### src/hdl/ace_ram.sv
module ace_ram #(
    parameter int WIDTH = 32,
    parameter int DEPTH = 16,
    localparam int AW = (DEPTH > 1) ? $clog2(DEPTH) : 1
) (
    input  logic             i_clk,
    input  logic             i_we,
    input  logic [AW-1:0]    i_waddr,
    input  logic [WIDTH-1:0] i_wdata,
    input  logic             i_re,
    input  logic [AW-1:0]    i_raddr,
    output logic [WIDTH-1:0] o_rdata
);

    logic [WIDTH-1:0] r_mem [DEPTH];
    logic [WIDTH-1:0] r_rdata;

    always_ff @(posedge i_clk) begin
        if (i_we) begin
            r_mem[i_waddr] <= i_wdata;
        end
        if (i_re) begin
            r_rdata <= r_mem[i_raddr];
        end
    end

    assign o_rdata = r_rdata;

endmodule

### config.mk
export PLATFORM = sky130hd
export DESIGN_NAME = ace_ram
export DESIGN_NICKNAME = d
export VERILOG_FILES = /design/src/hdl/ace_ram.sv
export SDC_FILE = /design/constraint.sdc
export NUM_CORES = 1
export LEC_CHECK = 0
export BUFFER_PORTS_ARGS = -buffer_cell sky130_fd_sc_hd__buf_4
export CAP_MARGIN = 30
export CORE_MARGIN = 3
export CORE_UTILIZATION = 35
export CTS_CLUSTER_SIZE = 25
export DETAILED_ROUTE_END_ITERATION = 12
export GPL_TIMING_DRIVEN = 0
export PLACE_DENSITY = 0.53
export SYNTH_ARGS = -nofsm -noshare
export SYNTH_HDL_FRONTEND = slang
export SYNTH_SLANG_ARGS = --single-unit
export TNS_END_PERCENT = 50
### constraint.sdc
create_clock -name i_clk -period 5.4 [get_ports i_clk]
set_input_delay 1.08 -clock i_clk [delete_from_list [all_inputs] [get_ports i_clk]]
set_output_delay 1.08 -clock i_clk [all_outputs]
set_load 0.1 [all_outputs]
; ---- After elaboration in Yosys (flattened, before gate mapping)
; Memories as Yosys holds them, arrays and structs flattened. A register that Yosys moved wholly into a read port is not among the register bits.
; Cells that the tools add are included.
[totals]
out_inout_bits = 32
ram_bits = 512
n_memories = 1
ff_bits = 0
rom_bits = 0
latchBits = 0
[op_classes]
muxes = 2
order_cmp = 0
add_sub_neg = 0
bitwise_logic = 0
eq_ne = 0
reduce_logical = 0
multipliers = 0
div = 0
n_shift = 0
[memory_table]
columns = memory, words, word_bits, rd, rd_clocked_by_memory_dff, write_ports, line
row1 = r_mem, 16, 32, 1, 1, 1, 15  ; logic [WIDTH-1:0] r_mem [DEPTH];
[ops]
columns = op, n
row1 = $mux W1, 2

; ---- Depth between registers and ports, before layout
; Gate-level depths: netlist (run 1).
[logic_depth]
depth_word = 2
mapped_depth = 5
mapped_depth_nobuf = 3

; ---- Worst setup path after synthesis (run 1)
; OpenSTA, ideal clock, no wires.
[synth_timing]
path_type = input to register
start = in i_waddr[2]
end = mem r_mem[0][0] (enable)
required_ns = 4.939
path_buffers = 0
path_stages = 2
arrival_time_ns = 3.798
setup_slack_ns = 1.140
path_cell_list = or3b_2 > nor3_1
[synth_rtl]
columns = element, line
row1 = from (decl), 8  ; input logic [AW-1:0] i_waddr,
row2 = to (decl), 15
; Straight into the memory's write port.

==> results.cfg, run 1 <==
[worst_setup_path]
worstPathRequired_ns = 5.73
cp-end-kind = register
reg2reg_depth = 3
path_class = in2reg
r2r_start = r_mem[3][16]
cp-start-kind = input pin
ff2ff_setup_slack_ns = 3.86
path_max_fanout = 10
crit_arrival_ns = 2.89
reg2reg_to = o_rdata[16]

[clock_tree]
htreeDepth = 2
cts_tree = built
clock-root-buffer = clkbuf_16
hold_buffers = 0
cts_setup_buffers = 0
cts.path.max_buffers = 3
insertion_delay_ns = 0.60
cts_buffers = 57
clkTransAtPathRegs_ns = 0.06
cts_sinks = 544
ctsResizeCount = 0

[cells_and_area]
fin_nets = 1041
fill_cells = 4845
final_cell_mix = edfxtp_1 (544), mux4_2 (128), buf_4 (83)
design_area_sq_mm = 0.0241
layout-drive-gt1-share = 0.330
register_area_sq_mm = 0.0163
antenna_cells = 0
multi_input_area_sq_mm = 0.00373
areaGrowthSynthToFinish_pct = 19.3
layout_commonest_cell = edfxtp_1

[sta]
final_hold_viol_count = 0
fin_crit_ns = 2.56
fmax_ghz = 0.390
fin_crit_sh = 0.474
relSlewSlack = 0.335
whs_ns = 0.751
finalSetupViolations = 0
final_max_slew_viol_count = 0
fin_worst_skew_ns = 0.0233
rsz0062_at_grt = false
worst_slew_pin_slew_ns = 0.997

[logic_synthesis]
ys_warn_count = 0
syn_inst = 838
ys_seq_area_frac = 0.810
avgSynthCellArea_sq_um = 24.1
netlist_area_sq_mm = 0.0202
syn-num-nets = 881
synth.distinct_cells = 17
ys_ff_latch = 544

[floorplanning]
rows = 87
io_pins = 75
die_w_microns = 246
start_util = 0.356
die_area_sq_mm = 0.0606
die_h_microns = 246
core_area_sq_mm = 0.0567

[route]
firstDrtPassIters = 5
route.antenna.remaining_nets = 0
num_vias = 9067
vias_per_cell = 5.04
wl_microns = 45800
post_drt_wl_per_cell_microns = 25.4
drc = 0
drt_iter0_markers = 860

[placed_design]
dpl.hpwl_microns = 28400
io_buffers = 72
place_area_sq_mm = 0.0223
gp_congestion = 0.681

[grt]
grt_max_degree = 33
grt_pass1_vias = 9803
antenna_found_initial = 1
grt_use_total = 0.154
grt_pass1_wl_microns = 67400
gr-total-overflow = 0

[pwr]
peakVddDrop_v = 0.000235
p_leak_nw = 7.63
p_per_area_mw_per_mm2 = 382

[hold_path]
holdPathStages = 3
min_to = o_rdata[7]
holdCritPathClass = reg2reg
worstHoldStart = r_mem[14][7]

[flow_run]
maxCapViolations = 0

[outcome]
status = finished, final reports clean
-- sequential cells by signal, indices dropped and copies added (netlist names) --
register / flops
r_mem: 512
o_rdata: 32
-- routing by layer --
layer | track usage | wire [microns]
met3 | 0.0260 | 2580
met4 | 0.0472 | 1150
met1 | 0.221 | 20200
met2 | 0.244 | 21800
met5 | 0 | 15
-- per-stage QoR --
| step | setup TNS (ns) | power (W) | util | cells | worst slack [ns] |
|---|---|---|---|---|---|
| floorplan | 0 | 0.00524 | - | 838 | 1.14 |
| finish | 0 | 0.00920 | 0.424 | 1800 | 2.84 |
| global route | 0 | 0.00951 | 0.424 | 1800 | 2.76 |
| CTS | 0 | 0.00931 | 0.424 | 1800 | 2.84 |
| detailed placement | 0 | 0.00549 | 0.392 | 1695 | 2.19 |
| global placement | -198.19 | 0.00546 | 0.382 | 1666 | -1.67 |
-- synthesized netlist by cell type, drive strengths merged --
master    n  area, sq um
nor3      4         20.0
buf      26          159
and2      1         6.26
edfxtp  544        16300
nor2b     2         12.5
mux4    128         2880
clkbuf   17         63.8
nor2     13         48.8
or3b      1         8.76
nand2    33          124
nand3b    2         15.0
nand3     1         5.00
a22oi    64          480
nand2b    2         12.5
-- layout make-up --
type | count | area share
repair buffers | 101 | 0.0424
multi-input cells | 251 | 0.155
well taps | 756 | 0.0393
plain buffers | 43 | 0.00925
clock buffers | 72 | 0.0616
flip-flops and latches | 544 | 0.679
clock inverters | 33 | 0.0138
-- power breakdown --
group          leakage [nW]  internal, W  total, W  switching (W)
Sequential             4.94      0.00476   0.00478      0.0000213
Clock                 0.883      0.00223   0.00381        0.00158
Combinational          1.80     0.000197  0.000608       0.000411
-- how the worst max path moves through the flow --
stage,from,to,slack (ns)
6_report,i_raddr[1],o_rdata[16],2.84
5_1_grt,i_raddr[1],o_rdata[16],2.76
4_1_cts,i_raddr[1],o_rdata[16],2.84
3_5_place_dp,i_raddr[1],o_rdata[16],2.19
3_3_place_gp,i_waddr[2],r_mem[8][0],-1.67
2_1_floorplan,i_waddr[2],r_mem[0][0],1.14
-- cell families after synthesis --
group / after synthesis / synth area share
AO/OA/AOI/OAI: 64 / 0.0238
buffers and inverters: 43 / 0.0110
flip-flops: 544 / 0.810
multiplexers: 128 / 0.143
AND/OR/NAND/NOR: 59 / 0.0125
-- critical path: stages --
cell	delay, ns
buf_2	0.22
buf_1	0.74
mux4_2	0.43
a22oi_1	0.27
nand2_1	0.15
Power figures use the tool's default switching activity.
==> run 2: changes to the inputs <==
--- a/config.mk
+++ b/config.mk
@@ -12,7 +12,7 @@
 export CTS_CLUSTER_SIZE = 25
 export DETAILED_ROUTE_END_ITERATION = 12
 export GPL_TIMING_DRIVEN = 0
-export PLACE_DENSITY = 0.53
+export PLACE_DENSITY = 0.55
 export SYNTH_ARGS = -nofsm -noshare
 export SYNTH_HDL_FRONTEND = slang
 export SYNTH_SLANG_ARGS = --single-unit
==> constraint.sdc (replaced) <==
create_clock -name i_clk -period 2.15 [get_ports i_clk]
set_input_delay 0.43 -clock i_clk [delete_from_list [all_inputs] [get_ports i_clk]]
set_output_delay 0.43 -clock i_clk [all_outputs]
set_load 0.1 [all_outputs]
==> run 2 against run 1 <==
  * Die area unchanged
  * Critical path depth stayed put
  * Via count rose by 1.3%
  * Highest routed layer unchanged
  * Register-to-register slack worse by 3.3 ns
  * Largest power group unchanged
  * Critical endpoint is now r_mem[4][0]
  * First-iteration DRC count decreased by 13%
  * Power up 150%
  * Flip-flop and latch count stayed put
==> results.cfg, run 2 (synthesis gave the netlist of run 1 again) <==
[worst_setup_path]
ff2ff_setup_slack_ns = 0.54
worstPathRequired_ns = 2.46
reg2reg_depth = 3
path_class = in2reg
reg2reg_to = o_rdata[18]
cpPeakStageDelay_ns = 0.85
path_max_fanout = 14
r2r_start = r_mem[11][18]
cp-startpoint = i_waddr[3]
cp-end-kind = register
slowest_stage = nor3_4
crit_arrival_ns = 2.23
cp_cell_sequence = buf_4 > nand3b_1 > nor3_4 > buf_8 > buf_16
cp-start-kind = input pin

[floorplanning]
io_pins = 75
die_h_microns = 246
die_w_microns = 246
core_area_sq_mm = 0.0567
start_util = 0.356
die_area_sq_mm = 0.0606
rows = 87

[clock_tree]
clkTransAtPathRegs_ns = 0.06
clock-root-buffer = clkbuf_16
cts_setup_buffers = 0
cts_buffers = 57
ctsResizeCount = 0
cts_tree = built
cts.path.max_buffers = 3
hold_buffers = 0
htreeDepth = 2
insertion_delay_ns = 0.60
cts_sinks = 544

[sta]
fmax_ghz = 0.519
final_hold_viol_count = 0
whs_ns = 0.124
rsz0062_at_grt = false
fin_crit_sh = 0.895
fin_worst_skew_ns = 0.00957
worst_slew_pin_slew_ns = 0.967
finalSetupViolations = 0
final_max_slew_viol_count = 0
fin_tns_setup_ns = 0
fin_crit_ns = 1.93
relSlewSlack = 0.353

[cells_and_area]
areaGrowthSynthToFinish_pct = 18.9
layout_commonest_cell = edfxtp_1
antenna_cells = 0
max_flop_register = r_mem
layout-drive-gt1-share = 0.321
final_cell_mix = edfxtp_1 (544), mux4_2 (128), buf_4 (83)
fin_nets = 1033
largest_register_ffs = 512

[pwr]
seq_power_share = 0.530
clockPowerShare = 0.403
p_switching_w = 0.00501
p_total_w = 0.0227
p_per_area_mw_per_mm2 = 945
peakVddDrop_v = 0.000602
switching_share = 0.221
combPwrFrac = 0.067
p_leak_nw = 7.58
p_int_w = 0.0177

[grt]
grt_pass1_wl_microns = 66600
gr-total-overflow = 0
grt_pass1_vias = 9839
antenna_found_initial = 1
grt_max_degree = 33
grt_use_total = 0.153

[route]
route.antenna.remaining_nets = 0
num_vias = 9182
firstDrtPassIters = 5
vias_per_cell = 5.14
drt_iter0_markers = 748
wl_microns = 45100
drc = 0
post_drt_wl_per_cell_microns = 25.2

[flow_run]
maxCapViolations = 0

[placed_design]
gp_congestion = 0.680
dpl.hpwl_microns = 27600
io_buffers = 72

[hold_path]
min_to = r_mem[12][28]
worstHoldStart = i_wdata[28]
holdPathStages = 1
holdCritPathClass = in2reg

[outcome]
status = finished, final reports clean
==> run 2: cell types whose count changed in the layout (fill, tap and decap cells not counted), sizes merged <==
cell and delta:
inv -2, clkinvlp -2, bufinv -3, buf -8, clkbuf -2, clkinv +5
==> run 2: per-layer routing <==
metal  global-route usage  vias to the layer above  part of all wire
li1                     -                     3915                 -
met1                0.222                     4938              0.46
met2                0.238                      260              0.47
met3               0.0281                       67             0.055
met4               0.0392                        2             0.019
met5                    0                        -           0.00044
==> run 2: worst max path at each step <==
stage	slack (ns)	depth (start not counted)	end
after floorplan	-0.31	2	r_mem[10][0]
after global placement	-2.17	3	r_mem[14][4]
after detailed placement	-0.46	5	r_mem[4][2]
after CTS	0.21	5	r_mem[4][2]
after global routing	0.1	5	r_mem[4][0]
final	0.22	5	r_mem[4][0]
==> run 2: metrics by stage <==
| stage | area (sq um) | cells | util | setup slack (ns) |
|---|---|---|---|---|
| floorplan | 20200 | 838 | - | -0.308 |
| global placement | 21700 | 1666 | 0.383 | -2.17 |
| detailed placement | 22300 | 1687 | 0.393 | -0.457 |
| CTS | 24000 | 1788 | 0.423 | 0.207 |
| global route | 24000 | 1788 | 0.423 | 0.0985 |
| finish | 24000 | 1788 | 0.423 | 0.225 |
==> run 2: area by class of cell <==
| class | instances | area, sq um |
|---|---|---|
| fill | 4860 | 32700 |
| timing repair buffer | 93 | 1010 |
| clock buffer | 70 | 1480 |
| sequential | 544 | 16300 |
| tap | 756 | 946 |
| clock inverter | 31 | 248 |
| buffer | 43 | 223 |
| multi-input combinational | 251 | 3750 |
==> run 2: critical path: cells and delay by family <==
kind / cells / cell delay, ns
buffers and inverters: 3 / 0.54
AND/OR/NAND/NOR: 2 / 1.23
==> run 2: power by group through the flow <==
stage	Clock [W]	Sequential, W	Combinational [W]
2_1_floorplan	0	0.0126	0.000574
6_report	0.00914	0.0120	0.00152
4_1_cts	0.00936	0.0120	0.00156
3_3_place_gp	0	0.0122	0.00148
5_1_grt	0.00980	0.0120	0.00162
3_5_place_dp	0	0.0122	0.00155
==> run 3: changes to the inputs <==
--- a/config.mk
+++ b/config.mk
@@ -9,10 +9,11 @@
 export CAP_MARGIN = 30
 export CORE_MARGIN = 3
 export CORE_UTILIZATION = 35
+export CTS_BUF_LIST = sky130_fd_sc_hd__clkbuf_8
 export CTS_CLUSTER_SIZE = 25
 export DETAILED_ROUTE_END_ITERATION = 12
 export GPL_TIMING_DRIVEN = 0
-export PLACE_DENSITY = 0.55
+export PLACE_DENSITY = 0.52
 export SYNTH_ARGS = -nofsm -noshare
 export SYNTH_HDL_FRONTEND = slang
 export SYNTH_SLANG_ARGS = --single-unit
==> run 3 against run 2 <==
  * Combinational power about the same
  * Final cell count is 3.0% higher
  * Flip-flop and latch count unchanged
  * Final area down 0.52%
  * Fmax increased by 0.42%
  * Power decreased by 3.9%
  * First-iteration DRC count is 9.6% higher
  * Clock skew rose by 0.0035 ns
  * Global-route usage rose by 0.82 points
  * Count of clock-buffer cells in the layout is 23 higher
  * Largest cell class unchanged
==> results.cfg, run 3 (synthesis gave the netlist of run 1 again) <==
[grt]
top_usage_layer = met2
gr-total-overflow = 0
antenna_found_initial = 2
use_met2 = 0.248
grt_pass1_wl_microns = 69300
grt_max_degree = 33
grt_pass1_vias = 9843
met3_usage = 0.0357
gr-usage-met1 = 0.228
grt_use_total = 0.161

[clock_tree]
htreeDepth = 3
clkTransAtPathRegs_ns = 0.06
cts.path.max_buffers = 3
ctsResizeCount = 0
cts_setup_buffers = 0
cts_sinks = 544
cts_buffers = 90
cts_tree = built
hold_buffers = 0
insertion_delay_ns = 0.64
clock-root-buffer = clkbuf_8

[sta]
fmax_ghz = 0.522
relSlewSlack = 0.338
fin_tns_setup_ns = 0
finalSetupViolations = 0
final_max_slew_viol_count = 0
worst_slew_pin_slew_ns = 0.994
fin_worst_skew_ns = 0.0131
final_hold_viol_count = 0
whs_ns = 0.0796
fin_crit_sh = 0.892
rsz0062_at_grt = false
fin_crit_ns = 1.92

[cells_and_area]
fill_cells = 4913
register_area_sq_mm = 0.0163
max_flop_register = r_mem
layout_commonest_cell = edfxtp_1
fin_nets = 1067
multi_input_area_sq_mm = 0.00375
fin_util = 0.421
final_cell_mix = edfxtp_1 (544), mux4_2 (128), clkbuf_8 (93)
largest_register_ffs = 512
final_cells = 1842
areaGrowthSynthToFinish_pct = 18.3
layout-drive-gt1-share = 0.330

[worst_setup_path]
cp-end-kind = register
cp_cell_sequence = clkbuf_1 > buf_2 > mux4_2 > a22oi_1 > nand2_1
crit_arrival_ns = 2.28
crit_buf_inv = 2
slowest_stage = clkbuf_1
cpPeakStageDelay_ns = 0.61
cp-start-kind = input pin
worstPathRequired_ns = 2.52
path_class = in2reg
path_max_fanout = 10
cpLargestDelayFamily = buffers and inverters

[pwr]
p_total_w = 0.0218
p_leak_nw = 7.65
p_per_area_mw_per_mm2 = 913
peakVddDrop_v = 0.000406

[route]
vias_per_cell = 5.13
post_drt_wl_per_cell_microns = 26.1
drc = 0
num_vias = 9446
wl_microns = 48000
route.antenna.remaining_nets = 0
firstDrtPassIters = 5
drt_iter0_markers = 820

[hold_path]
holdCritPathClass = in2reg

[floorplanning]
rows = 87
die_area_sq_mm = 0.0606
io_pins = 75
die_w_microns = 246
start_util = 0.356
die_h_microns = 246
core_area_sq_mm = 0.0567

[placed_design]
io_buffers = 72
dpl.cell_count = 1686
dpl.hpwl_microns = 28700
gp_congestion = 0.668

[outcome]
status = finished, final reports clean

[flow_run]
maxCapViolations = 0
[run 3: cell count changes in the layout (fill, tap and decap cells not counted), sizes merged]
cell / change
buf: +1
clkbuf: +23
clkinv: -1
clkinvlp: +1
diode: +2
inv: +28
[run 3: final cells by class]
class,count,area share
timing repair buffer,94,0.0425
tap,756,0.0396
sequential,544,0.684
multi-input combinational,251,0.157
buffer,43,0.00933
clock buffer,93,0.0536
clock inverter,59,0.0131
antenna,2,0.000210
[run 3: through the flow]
stage                     setup WS [ns]  cell area, sq um
final                             0.233             23900
after global routing              0.181             23900
after CTS                         0.280             23800
after detailed placement         -0.425             22200
after global placement            -2.47             21700
after floorplan                  -0.308             20200
[run 3: layer usage]
metal / part of all wire / up-vias
met5: 0 / -
met4: 0.020 / 0
met2: 0.47 / 286
met3: 0.059 / 82
met1: 0.45 / 5083
li1: - / 3995
[run 3: worst paths after layout]
kind / from / end / slack (ns) / cells past startpoint
worst max-delay path: i_raddr[1] / o_rdata[20] / 0.23 / 5
worst min-delay path: i_wdata[14] / r_mem[0][14] / 0.08 / 1
worst max register to register: r_mem[11][20] / o_rdata[20] / 0.57 / 3
worst min register to register: r_mem[14][1] / o_rdata[1] / 0.74 / 3
[run 3: power by group]
part           internal [W]  switching [W]
sequential           0.0120      0.0000534
combinational      0.000497        0.00105
clock               0.00432        0.00391
